$ cat config.mk
export PLATFORM = sky130hd
export DESIGN_NAME = stq_cell
export DESIGN_NICKNAME = d
export VERILOG_FILES = /design/src/hdl/stq_pkg.sv /design/src/hdl/stq_cell.sv
export SDC_FILE = /design/constraint.sdc
export NUM_CORES = 1
export LEC_CHECK = 0
export ABC_AREA = 1
export CORE_AREA = 2 2 254 256
export CTS_BUF_LIST = sky130_fd_sc_hd__clkbuf_8
export DETAILED_ROUTE_END_ITERATION = 7
export DIE_AREA = 0 0 256 258
export DONT_BUFFER_PORTS = 1
export REMOVE_ABC_BUFFERS = 1
export SYNTH_ARGS = -nofsm -noshare
export SYNTH_HDL_FRONTEND = slang
export SYNTH_SLANG_ARGS = --single-unit
$ cat constraint.sdc
create_clock -name clk -period 7.9 [get_ports clk]
set_clock_uncertainty 0.1 [all_clocks]
set_input_delay 0 -clock clk [delete_from_list [all_inputs] [get_ports clk]]
set_output_delay 0 -clock clk [all_outputs]
set_load 0.01 [all_outputs]
$ cat src/hdl/stq_pkg.sv
`default_nettype none
package stq_pkg;

  localparam int unsigned QueueDepthDefault = 16;
  localparam int unsigned IdBitsDefault = 16;

  localparam int unsigned TimeBits = 62;
  localparam int unsigned IvlBits = 32;
  localparam int unsigned HandleBits = 32;
  localparam int unsigned WantBits = 16;
  localparam int unsigned ProdBits = 42;

  typedef enum logic [1:0] {
    MODE_SCHED   = 2'd0,
    MODE_UNSCHED = 2'd1,
    MODE_TICK    = 2'd2,
    MODE_DONE    = 2'd3
  } mode_t;

  typedef enum logic [1:0] {
    CMD_NONE = 2'd0,
    CMD_INS  = 2'd1,
    CMD_REM  = 2'd2,
    CMD_POP  = 2'd3
  } cell_op_t;

  typedef struct packed {
    logic [TimeBits-1:0]   due;
    logic [IvlBits-1:0]    ivl;
    logic [HandleBits-1:0] handle;
  } entry_t;

  // Broadcast command seen by every cell of the chain.
  typedef struct packed {
    cell_op_t            op;
    logic [TimeBits-1:0] key;
    logic [WantBits-1:0] want;
  } cell_cmd_t;

endpackage
`default_nettype wire

$ cat src/hdl/stq_cell.sv
`default_nettype none
module stq_cell import stq_pkg::*; #(
  parameter int unsigned ID_BITS = IdBitsDefault
) (
  input  wire logic               clk,
  input  wire cell_cmd_t          cmd,
  input  wire logic               occupied,
  input  wire entry_t             new_ent,
  input  wire logic [ID_BITS-1:0] new_id,
  input  wire entry_t             left_ent,
  input  wire logic [ID_BITS-1:0] left_id,
  input  wire entry_t             right_ent,
  input  wire logic [ID_BITS-1:0] right_id,
  input  wire logic               gt_left,
  input  wire logic               hit_left,
  output entry_t                  ent_o,
  output logic [ID_BITS-1:0]      id_o,
  output logic                    gt_o,
  output logic                    hit_o
);

  localparam int unsigned CmpBits = (ID_BITS > WantBits) ? ID_BITS : WantBits;

  entry_t             ent_r;
  logic [ID_BITS-1:0] id_r;
  logic               own_hit;

  // A free cell counts as later than any key, so an insert that no occupied due time exceeds lands at the tail.
  assign gt_o = !occupied || (ent_r.due > cmd.key);
  assign own_hit = occupied &&
                   (CmpBits'(id_r) == CmpBits'(cmd.want));
  assign hit_o = hit_left || own_hit;
  assign ent_o = ent_r;
  assign id_o = id_r;

  always_ff @(posedge clk) begin
    unique case (cmd.op)
      CMD_INS: begin
        if (gt_o) begin
          ent_r <= gt_left ? left_ent : new_ent;
          id_r  <= gt_left ? left_id : new_id;
        end
      end
      CMD_REM: begin
        if (hit_o) begin
          ent_r <= right_ent;
          id_r  <= right_id;
        end
      end
      CMD_POP: begin
        ent_r <= right_ent;
        id_r  <= right_id;
      end
      default: begin
      end
    endcase
  end

endmodule
`default_nettype wire

==> results.json <==
{
  "syn_area_per_cell_um2": 8.104,
  "slew_viol_final": 0,
  "placed_cell_area_um2": 9947,
  "p_per_area_nw_per_um2": 163.7,
  "syn_area_um2": 9101,
  "cts.clk_slew.worst_paths_ns": 0.09,
  "power_mw": 2.225,
  "initial_core_util": 0.1430,
  "yosysSeqAreaShare": 0.4685,
  "grt_max_degree": 144,
  "gp_congestion": 0.9213,
  "p_leak_nw": 5.313,
  "min_delay_worst_endpoint": "hit_o",
  "use_met2": 0.2057,
  "fmax_mhz": 261.1,
  "cap_violations": 0,
  "clk_path_buf_depth": 2,
  "synth_compound_area_frac": 0.1768,
  "overflow": 0,
  "synth-xor-area-share": 0.006736,
  "irDropWorstVdd_mv": 0.09948,
  "place_ws_ns": 3.901,
  "ff2ff_path_depth": 12,
  "endpoint_kind": "register",
  "post_route_cells_drive_above_1_share": 0.04388,
  "die_w_um": 256,
  "num_vias": 9657,
  "place.port_buffers": 0,
  "rsz0062_at_grt": "no",
  "worst_hold_path_type": "input port to primary output",
  "dpl.hpwl_um": 28720,
  "synthAdderAreaFrac": 0.08524,
  "synth_area_leaders": "edfxtp_1, a21oi_1, nand2_1",
  "r2r_slack_ns": 4.07,
  "worst_pin_slew_ns": 0.8950,
  "clock-root-buffer": "clkbuf_8",
  "whs_path_depth": 2,
  "setup-tns-final_ns": 0,
  "holdCritStartpoint": "hit_left",
  "die_h_um": 258,
  "wl_per_cell_um": 18.40,
  "synth.top_cell.area_share": 0.4685,
  "status": "finished, final reports clean",
  "seqPwrFrac": 0.464,
  "postLayoutCoreUtil": 0.2135,
  "setup_viol": 0,
  "pin_count": 654,
  "antenna_found_initial": 8,
  "cts_max_level": 4,
  "dieArea_um2": 66050,
  "synthFlopType": "edfxtp_1",
  "synthSimpleGateAreaFrac": 0.1915,
  "dp_cells": 1920,
  "busiest_layer": "met2",
  "cts_tree": "done",
  "finalHoldViolations": 0,
  "cts_sinks": 142,
  "ys_async_sr_fraction": 0,
  "switching_share": 0.3147,
  "drt_wl_total_um": 41860,
  "insertion_delay_ns": 0.53,
  "core_um2": 63650,
  "synth_cells": 1123,
  "setup_slack_ns": 4.070,
  "startpoint_type": "register",
  "p_int_mw": 1.525,
  "synthMuxAreaShare": 0,
  "fillerInstances": 6861,
  "gr-usage-met3": 0.04702,
  "synth.distinct_cells": 33,
  "cp.required_ns": 7.95,
  "cts_made_buffers": 17,
  "fin_crit_sh": 0.4848,
  "yosysTopAreaCell": "edfxtp_1",
  "drt_iter0_drc": 794,
  "vias_per_cell": 4.245,
  "use_met1": 0.1249,
  "area_delta_synth_final_pct": 49.30,
  "synth-seq-cells": 142,
  "final_common_cell": "dlygate4sd3_1",
  "min_period_ns": 3.830,
  "clkPwrFrac": 0.312,
  "yosys_warnings": 0,
  "drcViolationCount": 0,
  "drtAntennaViolNets": 0,
  "power.net_switching_mw": 0.7001,
  "grt_pass1_vias": 9813,
  "grtUsageTotal": 0.1216,
  "critPathKind": "register to register",
  "grt_pass1_wl_um": 58950,
  "final_cells": 2275,
  "combPwrFrac": 0.224,
  "reg2reg_to": "ent_o[110]",
  "stdcell_area_um2": 13590,
  "nets": 1972,
  "synth_top_family_by_area": "simple AND/OR/NAND/NOR gates",
  "final_cell_mix": "dlygate4sd3_1, a21oi_1, nand2_1",
  "cts_resized": 0,
  "fin_hold_ws_ns": 0.02941,
  "critPathMaxFanout": 78,
  "worstPathArrival_ns": 3.88,
  "worstReg2RegStart": "ent_o[107]",
  "rows": 93,
  "firstDrtPassIters": 6,
  "max_slew_margin": 0.4033,
  "synth_edf_count": 142
}
==> Yosys cell counts (all sizes together), types with 4 or more instances <==
master / number
buf: 23
clkbuf: 39
inv: 101
a21o: 4
a21oi: 306
ha: 62
xnor2: 4
edfxtp: 142
nand3: 9
nor2: 166
nand2: 242
nand4: 6
==> sequential cells by signal, indices dropped and copies added, names as in the netlist <==
register and cells:
ent_o 126, id_o 16
==> logic make-up after synthesis <==
kind of cell,Yosys count
compound gates,317
flops,142
simple gates,431
fa+ha+maj,62
buf+inv,164
xor+xnor,7
==> power groups by stage <==
stage	clock network [mW]	registers (mW)	logic (mW)
after floorplan	0	1.02	0.224
after global placement	0	1.05	0.321
after detailed placement	0	1.05	0.325
after CTS	0.739	1.03	0.492
after global routing	0.759	1.04	0.554
final	0.694	1.03	0.498
==> routing by layer <==
| metal | routed length, um | vias up |
|---|---|---|
| met5 | 13 | - |
| met4 | 2548 | 2 |
| met3 | 4052 | 158 |
| met2 | 20050 | 721 |
| met1 | 15190 | 4425 |
| li1 | - | 4351 |
==> area by class of cell <==
| class | instances | area (um^2) | area share |
|---|---|---|---|
| antenna | 7 | 17.52 | 0.001289 |
| clock buffer | 17 | 234.0 | 0.01722 |
| clock inverter | 15 | 209.0 | 0.01538 |
| inverter | 102 | 394.1 | 0.02901 |
| multi-input combinational | 817 | 4189 | 0.3083 |
| sequential | 142 | 4264 | 0.3138 |
| tap | 855 | 1070 | 0.07873 |
| timing repair buffer | 320 | 3211 | 0.2363 |
==> critical path: stages (launching register included) <==
cell      delay [ns]
edfxtp_1        0.51
ha_1            0.34
nand4_1         0.13
nor2_1          0.28
nand3_1         0.18
nor3_2          0.13
nand2_1         0.07
nand2_1         0.05
nand2_1         0.06
nand3_1         0.07
nand2_1         0.11
inv_6           0.53
buf_4           0.81
==> how the worst max path moves through the flow <==
stage	from	end	slack, ns	cells past startpoint
final	ent_o[107]	ent_o[110]	4.07	12
after detailed placement	ent_o[73]	ent_o[60]	3.90	16
after global placement	ent_o[73]	ent_o[73]	3.88	16
after global routing	ent_o[73]	ent_o[110]	3.60	16
after CTS	ent_o[73]	ent_o[110]	3.87	16
after floorplan	ent_o[77]	ent_o[0]	3.03	15
==> timing repair <==
item / 4_1_cts / 5_1_grt
buffers inserted: 0 / 0
hold endpoints to repair: 142 / 0
hold buffers: 316 / 0
setup endpoints to repair: 0 / 0
(Power assumes the default switching activity.)
